--- src/i2cmts_pkg.sv ---
// ----------------------------------------------------------------------------
// i2cmts_pkg
// Shared types and constants for the I2C master transfer sequencer.
// ----------------------------------------------------------------------------
package i2cmts_pkg;

  // byte store depth, a power of two so that a position is its low bits
  localparam int BUFFER_DEPTH = 16;
  localparam int IDX_W        = $clog2(BUFFER_DEPTH);
  // byte index and count must also hold the depth itself
  localparam int COUNT_W      = $clog2(BUFFER_DEPTH + 1);
  localparam int LEN_W        = 5;
  localparam int POS_W        = 4;

  // direction bit appended to the address byte
  localparam logic DIR_WRITE = 1'b0;
  localparam logic DIR_READ  = 1'b1;

  // error codes
  localparam logic ERR_NONE = 1'b0;
  localparam logic ERR_NACK = 1'b1;

  typedef enum logic [1:0] {
    MODE_LOAD  = 2'd0,
    MODE_WRITE = 2'd1,
    MODE_READ  = 2'd2,
    MODE_EVENT = 2'd3
  } mode_t;

  typedef enum logic [1:0] {
    PH_IDLE = 2'd0,
    PH_TX   = 2'd1,
    PH_RX   = 2'd2
  } phase_t;

endpackage

--- src/i2c_master_transfer_sequencer.sv ---
// ----------------------------------------------------------------------------
// i2c_master_transfer_sequencer
// Steps an interrupt-driven I2C master transfer: start, byte send, receive
// with dummy read and NACK before the last byte, STOP and error on NACK.
// ----------------------------------------------------------------------------
// Every item gives exactly one result item. Items are taken at one per clock
// while the result register is not stalled: an item is held in the input
// register, then the sequencer state and the byte store update as its result
// is loaded into the result register. The next item sees the state that the
// previous one left, since that update is a single pass of logic in the step
// from input register to result register.
// A full result register stalls the input register, which then stalls the
// input channel; the store has no reset and an entry must be loaded or
// received before it is sent.
module i2c_master_transfer_sequencer (
  input  logic       clk,
  input  logic       rst,
  input  logic       in_valid,
  output logic       in_ready,
  input  logic [1:0] mode,
  input  logic [6:0] target_address,
  input  logic [i2cmts_pkg::LEN_W-1:0] transfer_length,
  input  logic [i2cmts_pkg::POS_W-1:0] load_position,
  input  logic [7:0] load_value,
  input  logic       ack_missing,
  input  logic [7:0] bus_byte,
  output logic       out_valid,
  input  logic       out_ready,
  output logic       drive_valid,
  output logic [7:0] drive_byte,
  output logic       master_on,
  output logic       transmit_dir,
  output logic       nack_next,
  output logic       dummy_read,
  output logic       rx_valid,
  output logic [7:0] rx_byte,
  output logic [i2cmts_pkg::POS_W-1:0] rx_position,
  output logic       busy_res,
  output logic       error_code
);
  import i2cmts_pkg::*;

  // input register
  logic                s1_valid;
  mode_t               s1_mode;
  logic [6:0]          s1_addr;
  logic [LEN_W-1:0]    s1_len;
  logic [POS_W-1:0]    s1_lpos;
  logic [7:0]          s1_lval;
  logic                s1_nak;
  logic [7:0]          s1_bbyte;

  logic advance;

  // sequencer state
  phase_t              phase, phase_next;
  logic                address_pending, address_pending_next;
  logic [COUNT_W-1:0]  byte_index, byte_index_next;
  logic [COUNT_W-1:0]  byte_count, byte_count_next;
  logic [7:0]          byte_store [BUFFER_DEPTH];

  // store write port and read data
  logic                store_we;
  logic [IDX_W-1:0]    store_waddr;
  logic [7:0]          store_wdata;
  logic [7:0]          store_rdata;

  // result of the current step
  logic                r_dv, r_dummy, r_rv, r_err, r_on, r_dir, r_nn;
  logic [7:0]          r_db, r_rb;
  logic [POS_W-1:0]    r_rp;
  logic [COUNT_W-1:0]  len_clamped;
  logic [COUNT_W:0]    index_plus_one;
  logic [COUNT_W:0]    index_next_plus_one;

  assign advance  = s1_valid && (!out_valid || out_ready);
  assign in_ready = !s1_valid || advance;

  // input register
  always_ff @(posedge clk) begin
    if (rst) begin
      s1_valid <= 1'b0;
    end else if (in_ready) begin
      s1_valid <= in_valid;
    end
  end

  always_ff @(posedge clk) begin
    if (in_ready && in_valid) begin
      s1_mode  <= mode_t'(mode);
      s1_addr  <= target_address;
      s1_len   <= transfer_length;
      s1_lpos  <= load_position;
      s1_lval  <= load_value;
      s1_nak   <= ack_missing;
      s1_bbyte <= bus_byte;
    end
  end

  // store read at the current byte index
  assign store_rdata = byte_store[byte_index[IDX_W-1:0]];

  // length clamped to one..depth
  always_comb begin
    if (s1_len == '0) begin
      len_clamped = COUNT_W'(1);
    end else if (32'(s1_len) > BUFFER_DEPTH) begin
      len_clamped = COUNT_W'(BUFFER_DEPTH);
    end else begin
      len_clamped = COUNT_W'(s1_len);
    end
  end

  assign index_plus_one = {1'b0, byte_index} + (COUNT_W+1)'(1);

  // next state and step result
  always_comb begin
    phase_next           = phase;
    address_pending_next = address_pending;
    byte_index_next      = byte_index;
    byte_count_next      = byte_count;
    store_we             = 1'b0;
    store_waddr          = s1_lpos[IDX_W-1:0];
    store_wdata          = s1_lval;
    r_dv                 = 1'b0;
    r_db                 = '0;
    r_dummy              = 1'b0;
    r_rv                 = 1'b0;
    r_rb                 = '0;
    r_rp                 = '0;
    r_err                = ERR_NONE;
    if (advance) begin
      unique case (s1_mode)
        MODE_LOAD: begin
          store_we = 1'b1;
        end
        MODE_WRITE, MODE_READ: begin
          if (phase == PH_IDLE) begin
            byte_count_next      = len_clamped;
            byte_index_next      = '0;
            address_pending_next = 1'b1;
            phase_next           = (s1_mode == MODE_WRITE) ? PH_TX : PH_RX;
            r_dv                 = 1'b1;
            r_db = {s1_addr, (s1_mode == MODE_READ) ? DIR_READ : DIR_WRITE};
          end
        end
        MODE_EVENT: begin
          unique case (phase)
            PH_TX: begin
              address_pending_next = 1'b0;
              if (s1_nak) begin
                phase_next = PH_IDLE;
                r_err      = ERR_NACK;
              end else if (byte_index >= byte_count) begin
                phase_next = PH_IDLE;
              end else begin
                r_dv            = 1'b1;
                r_db            = store_rdata;
                byte_index_next = index_plus_one[COUNT_W-1:0];
              end
            end
            PH_RX: begin
              if (address_pending) begin
                address_pending_next = 1'b0;
                if (s1_nak) begin
                  phase_next = PH_IDLE;
                  r_err      = ERR_NACK;
                end else begin
                  byte_index_next = '0;
                  r_dummy         = 1'b1;
                end
              end else begin
                store_we    = 1'b1;
                store_waddr = byte_index[IDX_W-1:0];
                store_wdata = s1_bbyte;
                r_rv        = 1'b1;
                r_rb        = s1_bbyte;
                r_rp        = POS_W'(byte_index[IDX_W-1:0]);
                if (index_plus_one >= {1'b0, byte_count}) begin
                  phase_next = PH_IDLE;
                end
                byte_index_next = index_plus_one[COUNT_W-1:0];
              end
            end
            default: begin
              // event while idle is ignored
            end
          endcase
        end
        default: begin
        end
      endcase
    end
  end

  // status after the step
  assign index_next_plus_one = {1'b0, byte_index_next} + (COUNT_W+1)'(1);

  always_comb begin
    r_on = (phase_next != PH_IDLE);
    unique case (phase_next)
      PH_TX:   r_dir = 1'b1;
      PH_RX:   r_dir = address_pending_next;
      default: r_dir = 1'b0;
    endcase
    r_nn = (phase_next == PH_RX) && !address_pending_next &&
           ({1'b0, byte_count_next} <= index_next_plus_one);
  end

  // state register
  always_ff @(posedge clk) begin
    if (rst) begin
      phase           <= PH_IDLE;
      address_pending <= 1'b0;
      byte_index      <= '0;
      byte_count      <= '0;
    end else begin
      phase           <= phase_next;
      address_pending <= address_pending_next;
      byte_index      <= byte_index_next;
      byte_count      <= byte_count_next;
    end
  end

  // byte store
  always_ff @(posedge clk) begin
    if (store_we) begin
      byte_store[store_waddr] <= store_wdata;
    end
  end

  // result register
  always_ff @(posedge clk) begin
    if (rst) begin
      out_valid <= 1'b0;
    end else if (advance) begin
      out_valid <= 1'b1;
    end else if (out_ready) begin
      out_valid <= 1'b0;
    end
  end

  always_ff @(posedge clk) begin
    if (advance) begin
      drive_valid  <= r_dv;
      drive_byte   <= r_db;
      master_on    <= r_on;
      transmit_dir <= r_dir;
      nack_next    <= r_nn;
      dummy_read   <= r_dummy;
      rx_valid     <= r_rv;
      rx_byte      <= r_rb;
      rx_position  <= r_rp;
      busy_res     <= r_on;
      error_code   <= r_err;
    end
  end

  // a running transfer always has a length in range
  a_count_range: assert property (@(posedge clk) disable iff (rst)
    (phase != PH_IDLE) |-> (byte_count != '0 && 32'(byte_count) <= BUFFER_DEPTH))
    else $error("byte count out of range during transfer");

  // the index never runs past the length
  a_index_bound: assert property (@(posedge clk) disable iff (rst)
    (phase != PH_IDLE) |-> (byte_index <= byte_count))
    else $error("byte index beyond byte count");

  // a result never both sends and receives a byte
  a_one_action: assert property (@(posedge clk) disable iff (rst)
    out_valid |-> !(drive_valid && rx_valid))
    else $error("result sends and receives at once");

  // a nack error always releases the bus
  a_err_stop: assert property (@(posedge clk) disable iff (rst)
    (out_valid && error_code == ERR_NACK) |-> (!master_on && !drive_valid))
    else $error("error result keeps the bus");

  // stalled results do not let the state move
  a_stall_hold: assert property (@(posedge clk) disable iff (rst)
    (out_valid && !out_ready) |=> $stable(phase) && $stable(byte_index))
    else $error("state changed while result stalled");

endmodule
--- config.mk ---
export PLATFORM = sky130hd
export DESIGN_NAME = i2c_master_transfer_sequencer
export DESIGN_NICKNAME = d
export VERILOG_FILES = /design/src/i2cmts_pkg.sv /design/src/i2c_master_transfer_sequencer.sv
export SDC_FILE = /design/constraint.sdc
export NUM_CORES = 1
export LEC_CHECK = 0
export BUFFER_PORTS_ARGS = -buffer_cell sky130_fd_sc_hd__buf_2
export CAP_MARGIN = 30
export CORE_MARGIN = 2
export CORE_UTILIZATION = 40
export DETAILED_ROUTE_END_ITERATION = 12
export GPL_TIMING_DRIVEN = 0
export SETUP_SLACK_MARGIN = 0.2
export SYNTH_ARGS = -nofsm -noshare
export SYNTH_HDL_FRONTEND = slang
export SYNTH_SLANG_ARGS = --single-unit
--- constraint.sdc ---
create_clock -name clk -period 9.15 [get_ports clk]
set_input_delay 0.915 -clock clk [delete_from_list [all_inputs] [get_ports clk]]
set_output_delay 0.915 -clock clk [all_outputs]
set_load 0.03 [all_outputs]
==> Word-level counts from Yosys, hierarchy flattened <==
Memory sizes are Yosys's and may differ from the RTL's. A register that Yosys moved wholly into a read port is not among the register bits.
Index checks and enable logic that the tools add are counted.
{ "classes": {"n_addsub": 2, "magnitude_cmp": 4, "eq_ne": 7, "muxes": 60, "bitwise_logic": 2, "n_reduce_logical": 18} }
{ "op_table": {"columns": ["cell", "count"], "rows": [
  ["8-bit 2-to-1 mux", 8],
  ["5-bit 2-to-1 mux", 11],
  ["4-bit 2-to-1 mux", 5],
  ["5-bit case mux with 2 select lines", 2],
  ["1-bit 2-to-1 mux", 18],
  ["2-bit 2-to-1 mux", 8],
  ["8-bit case mux with 2 select lines", 1],
  ["5-bit by 1-bit adder with 6-bit output (second input constant)", 2],
  ["1-bit case mux with 2 select lines", 5],
  ["2-bit == test (second input constant)", 4],
  ["2-bit case mux with 2 select lines", 2],
  ["2-bit by 1-bit == test with 1-bit output (second input constant)", 3],
  ["6-bit by 5-bit >= comparator with 1-bit output", 1],
  ["5-bit by 6-bit less-or-equal comparator with 1-bit output", 1],
  ["5-bit >= comparator", 1],
  ["5-bit greater-than comparator (second input constant)", 1],
  ["5-bit logical NOT", 1],
  ["1-bit logical AND", 4],
  ["2-bit logical NOT", 2],
  ["2-bit nonzero test", 2],
  ["2-bit OR reduction", 2],
  ["1-bit logical NOT", 3],
  ["3-bit AND reduction", 1],
  ["3-bit OR reduction", 1],
  ["2 further kinds", 4]
]} }
{ "word_totals": {"regBits": 77, "ram_bits": 128, "output_inout_bits": 30, "mem_count": 1} }
{ "mem_list": {"columns": ["memory", "depth", "word_bits", "rd", "rd_ports_with_merged_regs", "wr", "line_no", "text"], "rows": [
  ["byte_store", 16, 8, 1, 1, 1, "i2c_master_transfer_sequencer.sv:60", "logic [7:0] byte_store [BUFFER_DEPTH];"]
]} }

==> Logic depth before layout (Yosys ltp) <==
Gate-level depths: netlist of the first run.
{ "logic_depth": {"ltp_word": 10, "depth_mapped": 20, "depth_no_buf": 18} }

==> Least setup slack after synthesis of the first run <==
No wires, ideal clock.
{ "synth_timing": {"path_type": "register to register", "from": "register byte_index[0]", "to": "register nack_next, data pin", "setup_time_ps": 257, "t_arrival_ps": 3455, "required_ps": 8893, "setup_slack_ps": 5438, "stages_incl_launch_ff": 21, "path_cell_list": "dfxtp_1 -> clkbuf_1 -> buf_2 -> inv_1 -> ha_1 -> nor2b_1 -> o21ai_1 -> a41o_1 -> a311o_1 -> a32oi_2 -> inv_1 -> ha_1 -> inv_1 -> ha_1 -> nor2b_1 -> o21ai_0 -> nand2b_1 -> a21oi_1 -> nor2b_1 -> o22ai_1 -> a32o_1"} }
{ "synth_lines": {"columns": ["element", "line_no", "text"], "rows": [
  ["start, declared", "i2c_master_transfer_sequencer.sv:58", "logic [COUNT_W-1:0] byte_index, byte_index_next;"],
  ["start signal, assigned", "i2c_master_transfer_sequencer.sv:220", "byte_index <= byte_index_next;"],
  ["5-bit by 1-bit adder with 6-bit output / 5-bit >= comparator (equally long branches)", "i2c_master_transfer_sequencer.sv:114, i2c_master_transfer_sequencer.sv:154", null],
  ["5-bit 2-to-1 mux", "i2c_master_transfer_sequencer.sv:154", "end else if (byte_index >= byte_count) begin"],
  ["5-bit 2-to-1 mux", "i2c_master_transfer_sequencer.sv:151", "if (s1_nak) begin"],
  ["5-bit case mux with 2 select lines (*)", "i2c_master_transfer_sequencer.sv:148", "unique case (phase)"],
  ["5-bit case mux with 2 select lines (*)", "i2c_master_transfer_sequencer.sv:133", "unique case (s1_mode)"],
  ["5-bit 2-to-1 mux (*)", "i2c_master_transfer_sequencer.sv:132", "if (advance) begin"],
  ["net byte_index_next[1]", "i2c_master_transfer_sequencer.sv:58", null],
  ["5-bit by 1-bit adder with 6-bit output (*)", "i2c_master_transfer_sequencer.sv:197", "assign index_next_plus_one = {1'b0, byte_index_next} + (COUNT_W+1)'(1);"],
  ["5-bit by 6-bit less-or-equal comparator with 1-bit output (*)", "i2c_master_transfer_sequencer.sv:207", "({1'b0, byte_count_next} <= index_next_plus_one);"],
  ["1-bit logical AND (*)", "i2c_master_transfer_sequencer.sv:206", "r_nn = (phase_next == PH_RX) && !address_pending_next &&"],
  ["net r_nn", "i2c_master_transfer_sequencer.sv:69", "logic r_dv, r_dummy, r_rv, r_err, r_on, r_dir, r_nn;"],
  ["end signal, assigned", "i2c_master_transfer_sequencer.sv:249", "nack_next <= r_nn;"],
  ["end, declared", "i2c_master_transfer_sequencer.sv:33", "output logic nack_next,"]
]} }
Mark *: on every way through the listed nets, which the timed path passes. The rest lies on a longest branch.
A chain may end at the register's enable or synchronous reset.

==> Worst setup path after layout of the first run <==
{ "layout_timing": {"from": "register byte_index[0]", "to": "register nack_next, data pin"} }
{ "layout_lines": {"columns": ["element", "line_no"], "rows": [
  ["5-bit by 1-bit adder with 6-bit output / 5-bit >= comparator (equally long branches)", "i2c_master_transfer_sequencer.sv:114, i2c_master_transfer_sequencer.sv:154"],
  ["5-bit 2-to-1 mux", "i2c_master_transfer_sequencer.sv:154"],
  ["5-bit 2-to-1 mux", "i2c_master_transfer_sequencer.sv:151"],
  ["5-bit case mux with 2 select lines", "i2c_master_transfer_sequencer.sv:148"],
  ["5-bit case mux with 2 select lines", "i2c_master_transfer_sequencer.sv:133"],
  ["5-bit 2-to-1 mux (*)", "i2c_master_transfer_sequencer.sv:132"],
  ["net byte_index_next[0]", "i2c_master_transfer_sequencer.sv:58"],
  ["5-bit by 1-bit adder with 6-bit output (*)", "i2c_master_transfer_sequencer.sv:197"],
  ["5-bit by 6-bit less-or-equal comparator with 1-bit output (*)", "i2c_master_transfer_sequencer.sv:207"],
  ["1-bit logical AND (*)", "i2c_master_transfer_sequencer.sv:206"],
  ["net r_nn", "i2c_master_transfer_sequencer.sv:69"]
]} }
Marks and branches as above.

==> out/qor.csv, run 1 <==
stage,metric,value,unit
worst_setup_path,cp.required,9.41,ns
clocking,cts.repair.resized,0,
global_routing,grt_pass1_wl,27400,um
clocking,clk_transition_reported_paths,0.06,ns
yosys,syn_area,0.00861,mm2
pwr,p_total,1.98,mW
pwr,powerDensity,198,mW/mm2
sta,hold_viol,0,
global_routing,grt_pass1_vias,4791,
die,core.rowCount,53,
yosys,syn_inst,510,
yosys,syn_avg_cell_area,16.9,um2
pwr,power.internal,1.56,mW
sta,fin_crit,4.27,ns
yosys,syn_nets,576,
worst_setup_path,worstPathCellList,"clkbuf_1, buf_2, inv_1, ha_1, nor2b_1, o21ai_1, a31oi_1, a22o_1, a221oi_2, inv_1, ha_1, inv_1, ha_1, nor2b_1, o21ai_0, nand2b_1, a21oi_1, nor2b_1, o22ai_1, a32o_1",
global_routing,grt_max_degree,36,
sta,finClkSkew,0.00740,ns
route,vias,4707,
die,dieArea,0.0227,mm2
clocking,numCtsBuffers,22,
route,routedWlPerCell,20.1,um
run_status,status,"finished, final reports clean",
pwr,switching_share,21.0,%
die,ios,69,
sta,tns,0,ns
worst_setup_path,cpPeakStageDelay,0.42,ns
placed_design,post-dp-hpwl,12500,um
die,core,0.0211,mm2
worst_setup_path,worstSetupStartpointType,flip-flop,
sta,fin_hold_ws,0.560,ns
clocking,clock_sinks,205,
pwr,pwr-share-comb,4.4,%
sta,finalMaxSlewViolations,0,
placed_design,portBuffers,68,
route,drtIter0Drc,331,
sta,finalCritPeriodShare,46.6,%
clocking,clk_path_buf_depth,3,
worst_setup_path,path_max_fanout,10,
die,die_x,151,um
final_layout,layout_common_cells,"190 x edfxtp_1, 73 x buf_2, 42 x nor2_1",
worst_setup_path,crit_slowest_cell,a221oi_2,
yosys,async_flop_share,0,%
placed_design,place_area,0.00933,mm2
final_layout,seq_area,0.00601,mm2
clocking,h-tree-depth,1,
yosys,ys_seq_elements,205,
yosys,ys_types,46,
pwr,p_switching,415,uW
run,max-cap-violations,0,
route,routed_wl,18000,um
final_layout,final_common_cell,edfxtp_1,
global_routing,antenna_found_initial,0,
sta,tightest_slew,1.02,ns
sta,fmax,234,MHz
worst_setup_path,endpoint_kind,flip-flop,
worst_setup_path,crit_type,flip-flop to flip-flop,
yosys,ys_top_cells_by_area,"edfxtp_1 66%, mux4_2 10%, ha_1 3.9%",
final_layout,area_growth,16.2,%
global_routing,gr-usage-all-layers,16.3,%
clocking,cts_tree,yes,
clocking,clk-insertion-delay-late,0.50,ns
die,initial_utilization,40.9,%
route,avgViaCountPerCell,5.27,
final_layout,final_cell_area,0.0100,mm2
global_routing,overflow,0,
clocking,hold_buffers,0,
yosys,synth_top_area_share,66.2,%
final_layout,n_fill_cell,1821,
final_layout,diodes,0,
worst_setup_path,cp.arrival,4.52,ns
pwr,total_leakage_power,3.49,nW
sta,setup_viol_count_final,0,
yosys,yosysTopAreaCell,edfxtp_1,
final_layout,drive_gt1_share,26.8,%
yosys,seq_area_frac_synth,69.7,%
sta,rsz0062_at_grt,false,
pwr,pwr-share-clk,42.4,%
final_layout,multi_input_area,0.00242,mm2
yosys,yosys_warnings,0,
clocking,cts_root_buf,clkbuf_16,
route,dr.pass1.iters,5,
clocking,cts_setup_buffers,0,
yosys,synthFlopType,edfxtp_1,
route,antenna_left,0,
pwr,seq_power_share,53.2,%
route,route.detailed.drc,0,
sta,max_slew_margin,32.0,%
pwr,ir_worst_vdd,0.000105,V
worst_hold_path,min_path_type,flip-flop to flip-flop,
die,die_h,151,um
yosys,synth_edf_count,190,
final_layout,nNetsFinal,669,
placed_design,place_congestion,0.863,
==> critical path, delay by kind of cell (launching register included) <==
kind,cells,cell delay [ns]
AOI/OAI and AO/OA,8,1.60
adders and majority gates,3,0.87
buffers and inverters,5,0.82
DFF,1,0.36
and+or+nand+nor,4,0.34
==> kinds of logic (layout without fill, tap and decap cells) <==
group | count (synthesis) | in the layout | share of synthesized area [%]
buffers and inverters | 44 | 153 | 2.16
AOI/OAI and AO/OA | 58 | 58 | 4.92
xor gates and xnor gates | 6 | 6 | 0.610
and+or+nand+nor | 120 | 120 | 6.91
adders and majority gates | 27 | 27 | 3.92
DFF | 205 | 205 | 69.7
muxes | 50 | 50 | 11.8
==> path summary, 6_finish.rpt <==
| check | from | to | slack (ns) | depth (start not counted) |
|---|---|---|---|---|
| setup reg to reg | byte_index[0] | nack_next | 4.88 | 20 |
| setup / recovery | byte_index[0] | nack_next | 4.88 | 20 |
| hold / removal | s1_valid | out_valid | 0.56 | 2 |
| hold reg to reg | s1_valid | out_valid | 0.56 | 2 |
==> power groups by stage <==
stage	registers (mW)	logic (mW)	clock network (mW)
2_1_floorplan	1.08	0.0441	0
3_3_place_gp	1.07	0.0845	0
3_5_place_dp	1.07	0.0880	0
4_1_cts	1.05	0.0884	0.853
5_1_grt	1.05	0.0972	0.893
6_report	1.05	0.0875	0.839
==> metrics by stage <==
step                utilization [%]  setup WS [ns]  instances
finish                         47.5           4.88        894
global route                   47.5           4.53        894
CTS                            47.5           4.85        894
detailed placement             44.2           4.86        854
global placement               44.1           4.75        853
floorplan                         -           5.44        510
==> cell type report <==
cell class	count	share of cell area, %
Buffer	22	1.04
Clock buffer	30	6.01
Clock inverter	10	0.812
Inverter	22	0.825
Multi-Input combinational cell	261	24.2
Sequential cell	205	60.0
Tap cell	275	3.44
Timing Repair Buffer	69	3.67
==> cell usage after synthesis (all sizes together) (4+ instances only) <==
| library cell | instances |
|---|---|
| clkbuf | 13 |
| edfxtp | 190 |
| inv | 22 |
| o21ai | 11 |
| and3 | 13 |
| and2 | 4 |
| mux4 | 40 |
| buf | 9 |
| o21a | 4 |
| nand2 | 16 |
| nand2b | 7 |
| mux2 | 9 |
| a31oi | 9 |
| nor3 | 6 |
| a22oi | 8 |
| ha | 27 |
| xnor2 | 5 |
| a21oi | 9 |
| nor2b | 16 |
| dfxtp | 15 |
| nor2 | 42 |
| nand3 | 10 |
==> per-layer routing <==
layer | vias to the layer above | global-route usage, % | part of all wire (%)
li1 | 2174 | - | -
met5 | - | 0 | 0
met2 | 152 | 27.7 | 50
met4 | 0 | 5.70 | 2.8
met1 | 2352 | 20.4 | 41
met3 | 29 | 3.85 | 6.3
==> state kept, by name (all words and copies together) (netlist names), 5 cells and up <==
name,cells
s1_len,5
byte_store,128
byte_count,5
s1_bbyte,8
s1_lval,8
s1_addr,7
drive_byte,8
byte_index,5
rx_byte,8
Note: power is estimated with default switching activity, not from simulation.
==> run 2: changes to the inputs <==
==> constraint.sdc (replaced) <==
create_clock -name clk -period 4.2 [get_ports clk]
set_input_delay 0.42 -clock clk [delete_from_list [all_inputs] [get_ports clk]]
set_output_delay 0.42 -clock clk [all_outputs]
set_load 0.03 [all_outputs]
==> out/qor.csv, run 2 (synthesis results as in run 1) <==
stage,metric,value,unit,change
run_status,status,"finished, final reports clean",,unchanged
clocking,numCtsBuffers,22,,unchanged
placed_design,portBuffers,68,,unchanged
worst_setup_path,endpoint_kind,flip-flop,,unchanged
sta,hold_viol,0,,unchanged
worst_setup_path,worstPathCellList,"buf_6, buf_12, clkinvlp_4, ha_4, nor2b_2, o21ai_2, a41o_1, a311o_1, a32oi_2, inv_1, ha_1, inv_1, ha_1, nor2b_1, o21ai_0, nand2b_1, a21oi_1, nor2b_1, o22ai_1, a32o_1",,"was clkbuf_1, buf_2, inv_1, ha_1, nor2b_1, o21ai_1, a31oi_1, a22o_1, a221oi_2, inv_1, ha_1, inv_1, ha_1, nor2b_1, o21ai_0, nand2b_1, a21oi_1, nor2b_1, o22ai_1, a32o_1"
pwr,ir_worst_vdd,0.000228,V,was 0.000105 V
pwr,powerDensity,426,mW/mm2,was 198 mW/mm2
worst_setup_path,reg2reg_slack,0.47,ns,was 4.88 ns
worst_hold_path,min_path_type,input port to flip-flop,,was flip-flop to flip-flop
route,routedWlPerCell,20.1,um,about the same
die,core.rowCount,53,,unchanged
worst_setup_path,cp.arrival,3.98,ns,was 4.52 ns
route,routed_wl,18100,um,was 18000 um
die,die_x,151,um,unchanged
final_layout,nNetsFinal,673,,was 669
die,ios,69,,unchanged
final_layout,layout_common_cells,"190 x edfxtp_1, 72 x buf_2, 42 x nor2_1",,"was 190 x edfxtp_1, 73 x buf_2, 42 x nor2_1"
sta,tightest_slew,1.01,ns,was 1.02 ns
sta,finalCritPeriodShare,88.8,%,was 46.6%
clocking,cts_root_buf,clkbuf_16,,unchanged
sta,setup_viol_count_final,0,,unchanged
worst_setup_path,crit_start,byte_index[0],,unchanged
die,die_h,151,um,unchanged
final_layout,final_common_cell,edfxtp_1,,unchanged
global_routing,grt_pass1_vias,4817,,was 4791
clocking,cts_tree,yes,,unchanged
sta,finClkSkew,0.00931,ns,was 0.00740 ns
sta,fin_hold_ws,0.0929,ns,was 0.560 ns
global_routing,grt_max_degree,36,,unchanged
route,vias,4728,,was 4707
final_layout,drive_gt1_share,28.6,%,was 26.8%
pwr,pwr-share-comb,4.5,%,was 4.4%
worst_setup_path,cpPeakStageDelay,0.40,ns,was 0.42 ns
sta,setup_slack,0.472,ns,was 4.88 ns
final_layout,diodes,0,,unchanged
clocking,clk-insertion-delay-late,0.50,ns,about the same
worst_setup_path,crit_type,flip-flop to flip-flop,,unchanged
final_layout,area_growth,17.3,%,was 16.2%
pwr,pwr-share-clk,42.3,%,was 42.4%
route,drtIter0Drc,298,,was 331
global_routing,gr-usage-all-layers,16.3,%,about the same
clocking,h-tree-depth,1,,unchanged
sta,rsz0062_at_grt,false,,unchanged
worst_setup_path,rr_worst_depth,20,,unchanged
pwr,switching_share,20.9,%,was 21.0%
run,max-cap-violations,0,,unchanged
worst_setup_path,cp.required,4.45,ns,was 9.41 ns
sta,finalMaxSlewViolations,0,,unchanged
worst_setup_path,worstSetupStartpointType,flip-flop,,unchanged
placed_design,place_ws,-0.0915,ns,was 4.86 ns
placed_design,place_congestion,0.863,,unchanged
sta,max_slew_margin,32.4,%,was 32.0%
global_routing,overflow,0,,unchanged
clocking,clk_transition_reported_paths,0.06,ns,about the same
worst_setup_path,path_max_fanout,10,,unchanged
pwr,p_total,4.31,mW,was 1.98 mW
route,avgViaCountPerCell,5.27,,about the same
global_routing,grt_pass1_wl,27500,um,was 27400 um
route,antenna_left,0,,unchanged
worst_setup_path,cp-endpoint,nack_next,,unchanged
final_layout,final_util,47.9,%,was 47.5%
pwr,seq_power_share,53.2,%,about the same
clocking,clk_path_buf_depth,3,,unchanged
worst_setup_path,timing.rr.start,byte_index[0],,unchanged
pwr,p_switching,901,uW,was 415 uW
final_layout,n_fill_cell,1815,,was 1821
global_routing,antenna_found_initial,0,,unchanged
sta,fin_crit,3.73,ns,was 4.27 ns
placed_design,post-dp-hpwl,12500,um,unchanged
final_layout,largest_reg_flops,128,,unchanged
pwr,power.internal,3.41,mW,was 1.56 mW
worst_setup_path,crit_slowest_cell,a311o_1,,was a221oi_2
pwr,total_leakage_power,3.52,nW,was 3.49 nW
final_layout,regMostFlops,byte_store,,unchanged
sta,fmax,268,MHz,was 234 MHz
die,core,0.0211,mm2,unchanged
die,initial_utilization,40.9,%,unchanged
die,dieArea,0.0227,mm2,unchanged
route,dr.pass1.iters,6,,was 5
worst_setup_path,r2r-end,nack_next,,unchanged
route,route.detailed.drc,0,,unchanged
clocking,clock_sinks,205,,unchanged
## run 2: per-layer routing
metal  share of wire, %  track usage, %  wire length [um]  up-vias
li1                   -               -                 -     2184
met1                 41            20.5              7340     2362
met2                 50            27.7              9060      149
met3                6.2            3.94              1120       33
met4                3.0            5.75               535        0
met5                  0               0                 0        -
## run 2: layout make-up
cell class	instances	area (um2)	share of cell area, %
Tap cell	275	344	3.40
Clock inverter	10	81.3	0.805
Timing Repair Buffer	73	398	3.94
Clock buffer	30	602	5.96
Buffer	22	128	1.26
Inverter	22	86.3	0.854
Sequential cell	205	6010	59.4
Multi-Input combinational cell	261	2460	24.3
## run 2: worst min path at each step
stage / endpoint / start / cells past startpoint / slack [ns]
after floorplan: address_pending / rst / 1 / 0.49
after global placement: out_valid / s1_valid / 2 / 0.53
after detailed placement: out_valid / s1_valid / 2 / 0.54
after global routing: s1_lval[2] / load_value[2] / 1 / 0.07
final: s1_len[2] / transfer_length[2] / 1 / 0.09
after CTS: s1_addr[1] / target_address[1] / 1 / 0.08
## run 2: repair_timing
action                                  CTS  global route
endpoints found under the setup margin    1             1
endpoints found under the hold margin     0             0
pin swaps                                 2             3
buffers inserted                          2             2
gates cloned                              0             0
hold buffers                              0             0
gates resized for setup                   5            13
## run 2: through the flow
stage | setup TNS (ns) | area [um2] | std cells
3_3_place_gp | -0.0875 | 9300 | 853
6_report | 0 | 10100 | 898
4_1_cts | 0 | 10100 | 896
3_5_place_dp | -0.0915 | 9330 | 854
2_1_floorplan | 0 | 8610 | 510
5_1_grt | 0 | 10100 | 898
## run 2: worst max-delay path: cells and delay by family (launching register included)
family	cells	cell delay, ns
AO/OA/AOI/OAI	8	1.38
AND/OR/NAND/NOR	4	0.41
flip-flops	1	0.35
adder cells (fa/ha/maj)	3	0.81
buffers and inverters	5	0.51
## run 2: power by group through the flow
stage | combinational (mW) | sequential [mW] | clock (mW)
2_1_floorplan | 0.0960 | 2.35 | 0
3_3_place_gp | 0.184 | 2.33 | 0
3_5_place_dp | 0.192 | 2.33 | 0
4_1_cts | 0.193 | 2.29 | 1.86
5_1_grt | 0.213 | 2.29 | 1.94
6_report | 0.192 | 2.29 | 1.82
==> run 3: changes to the inputs <==
--- a/config.mk
+++ b/config.mk
@@ -7,7 +7,7 @@
 export LEC_CHECK = 0
 export BUFFER_PORTS_ARGS = -buffer_cell sky130_fd_sc_hd__buf_2
 export CAP_MARGIN = 30
-export CORE_MARGIN = 2
+export CORE_MARGIN = 10
 export CORE_UTILIZATION = 40
 export DETAILED_ROUTE_END_ITERATION = 12
 export GPL_TIMING_DRIVEN = 0
==> out/qor.csv, run 3 (synthesis results as in run 1) <==
stage,metric,value,unit,change
worst_setup_path,endpoint_kind,flip-flop,,unchanged
die,die_x,167,um,was 151 um
placed_design,portBuffers,68,,unchanged
final_layout,layout_common_cells,"190 x edfxtp_1, 72 x buf_2, 42 x nor2_1",,unchanged
pwr,total_leakage_power,3.55,nW,was 3.52 nW
worst_setup_path,cp.arrival,4.02,ns,was 3.98 ns
global_routing,overflow,0,,unchanged
worst_setup_path,path_max_fanout,10,,unchanged
route,route.detailed.drc,0,,unchanged
sta,finClkSkew,0.0101,ns,was 0.00931 ns
worst_setup_path,crit_type,flip-flop to flip-flop,,unchanged
worst_setup_path,reg2reg_slack,0.43,ns,was 0.47 ns
sta,setup_slack,0.434,ns,was 0.472 ns
placed_design,post-dp-hpwl,13200,um,was 12500 um
die,core.rowCount,53,,unchanged
route,routedWlPerCell,20.6,um,was 20.1 um
clocking,cts_root_buf,clkbuf_16,,unchanged
sta,hold_viol,0,,unchanged
clocking,cts_tree,yes,,unchanged
sta,finalCritPeriodShare,89.7,%,was 88.8%
worst_setup_path,crit_start,byte_index[0],,unchanged
worst_setup_path,cp-endpoint,nack_next,,unchanged
sta,fin_crit,3.77,ns,was 3.73 ns
run,max-cap-violations,0,,unchanged
die,dieArea,0.0278,mm2,was 0.0227 mm2
sta,finalMaxSlewViolations,0,,unchanged
clocking,clk-insertion-delay-late,0.50,ns,about the same
placed_design,place_congestion,0.868,,was 0.863
final_layout,diodes,0,,unchanged
die,ios,69,,unchanged
die,die_h,167,um,was 151 um
final_layout,nNetsFinal,673,,unchanged
global_routing,gr-usage-all-layers,13.1,%,was 16.3%
worst_hold_path,min_path_type,input port to flip-flop,,unchanged
final_layout,final_util,48.3,%,was 47.9%
global_routing,grt_pass1_wl,28400,um,was 27500 um
worst_setup_path,timing.rr.start,byte_index[0],,unchanged
clocking,clk_path_buf_depth,3,,unchanged
worst_setup_path,worstSetupStartpointType,flip-flop,,unchanged
sta,fin_hold_ws,0.0930,ns,was 0.0929 ns
final_layout,area_growth,18.2,%,was 17.3%
global_routing,grt_pass1_vias,4876,,was 4817
die,core,0.0211,mm2,unchanged
die,initial_utilization,40.9,%,unchanged
route,dr.pass1.iters,4,,was 6
worst_setup_path,cp.required,4.46,ns,was 4.45 ns
final_layout,final_cell_area,0.0102,mm2,was 0.0101 mm2
worst_setup_path,rr_worst_depth,20,,unchanged
pwr,ir_worst_vdd,0.000216,V,was 0.000228 V
sta,max_slew_margin,37.2,%,was 32.4%
worst_hold_path,hold_path_depth,1,,unchanged
route,routed_wl,18500,um,was 18100 um
final_layout,regMostFlops,byte_store,,unchanged
sta,rsz0062_at_grt,false,,unchanged
placed_design,place_area,0.00933,mm2,unchanged
final_layout,largest_reg_flops,128,,unchanged
run_status,status,"finished, final reports clean",,unchanged
global_routing,grt_max_degree,36,,unchanged
clocking,clk_transition_reported_paths,0.06,ns,about the same
route,avgViaCountPerCell,5.27,,about the same
sta,setup_viol_count_final,0,,unchanged
final_layout,final_common_cell,edfxtp_1,,unchanged
worst_setup_path,r2r-end,nack_next,,unchanged
placed_design,place_ws,-0.178,ns,was -0.0915 ns
sta,tightest_slew,0.939,ns,was 1.01 ns
final_layout,drive_gt1_share,28.7,%,was 28.6%
route,drtIter0Drc,291,,was 298
pwr,powerDensity,441,mW/mm2,was 426 mW/mm2
clocking,clock_sinks,205,,unchanged
clocking,numCtsBuffers,22,,unchanged
clocking,h-tree-depth,1,,unchanged
route,antenna_left,0,,unchanged
sta,fmax,266,MHz,was 268 MHz
route,vias,4729,,was 4728
global_routing,antenna_found_initial,0,,unchanged
sta,tns,0,ns,unchanged
## run 3: cell types whose count changed in the layout (fill, tap and decap cells not counted), sizes merged
cell and delta:
bufinv +3, clkbuf -3, clkinv -1, inv +1
## run 3: critical path: stages, from the launching register on
cell and delay [ns]:
dfxtp_2 0.35, buf_6 0.13, buf_12 0.14, clkinvlp_4 0.12, ha_4 0.26, nor2b_2 0.12, o21ai_2 0.09, a41o_1 0.27
a311o_1 0.39, a32oi_2 0.27, inv_1 0.07, ha_1 0.28, inv_1 0.04, ha_1 0.28, nor2b_1 0.13, o21ai_1 0.06
nand2b_1 0.06, a21oi_1 0.06, nor2b_1 0.10, o22ai_1 0.09, a32o_1 0.20
## run 3: timing repair
item	CTS	global route
setup endpoints to repair	1	1
gates resized for setup	6	12
buffers inserted	1	3
hold buffers	0	0
pin swaps	2	2
hold endpoints to repair	0	0
## run 3: worst min-delay path by stage
| stage | startpoint | slack (ns) | to |
|---|---|---|---|
| after floorplan | rst | 0.49 | address_pending |
| after global placement | s1_valid | 0.53 | out_valid |
| after detailed placement | s1_valid | 0.56 | out_valid |
| after CTS | transfer_length[3] | 0.08 | s1_len[3] |
| after global routing | load_value[0] | 0.08 | s1_lval[0] |
| final | transfer_length[2] | 0.09 | s1_len[2] |
## run 3: area by class of cell
cell class / count / area (um2)
Clock buffer: 27 / 591
Fill cell: 1799 / 10900
Inverter: 22 / 86.3
Buffer: 22 / 128
Multi-Input combinational cell: 261 / 2460
Tap cell: 275 / 344
Clock inverter: 13 / 169
Sequential cell: 205 / 6010
Timing Repair Buffer: 73 / 398
## run 3: metrics by stage
stage	total power, mW	cells
2_1_floorplan	2.45	510
3_3_place_gp	2.52	853
3_5_place_dp	2.53	854
4_1_cts	4.53	895
5_1_grt	4.65	898
6_report	4.49	898
## run 3: metal layers
| metal | global-route usage, % | wire length, um | up-vias |
|---|---|---|---|
| li1 | - | - | 2189 |
| met1 | 16.2 | 7450 | 2376 |
| met2 | 22.3 | 9430 | 136 |
| met3 | 2.87 | 1250 | 28 |
| met4 | 4.12 | 403 | 0 |
| met5 | 0 | 0 | - |
## run 3: report_power, final
group / internal [mW] / total (mW) / switching, mW / leakage (nW)
clock: 1.25 / 2.00 / 0.757 / 0.364
combinational: 0.0646 / 0.195 / 0.130 / 1.31
sequential: 2.27 / 2.29 / 0.0175 / 1.88
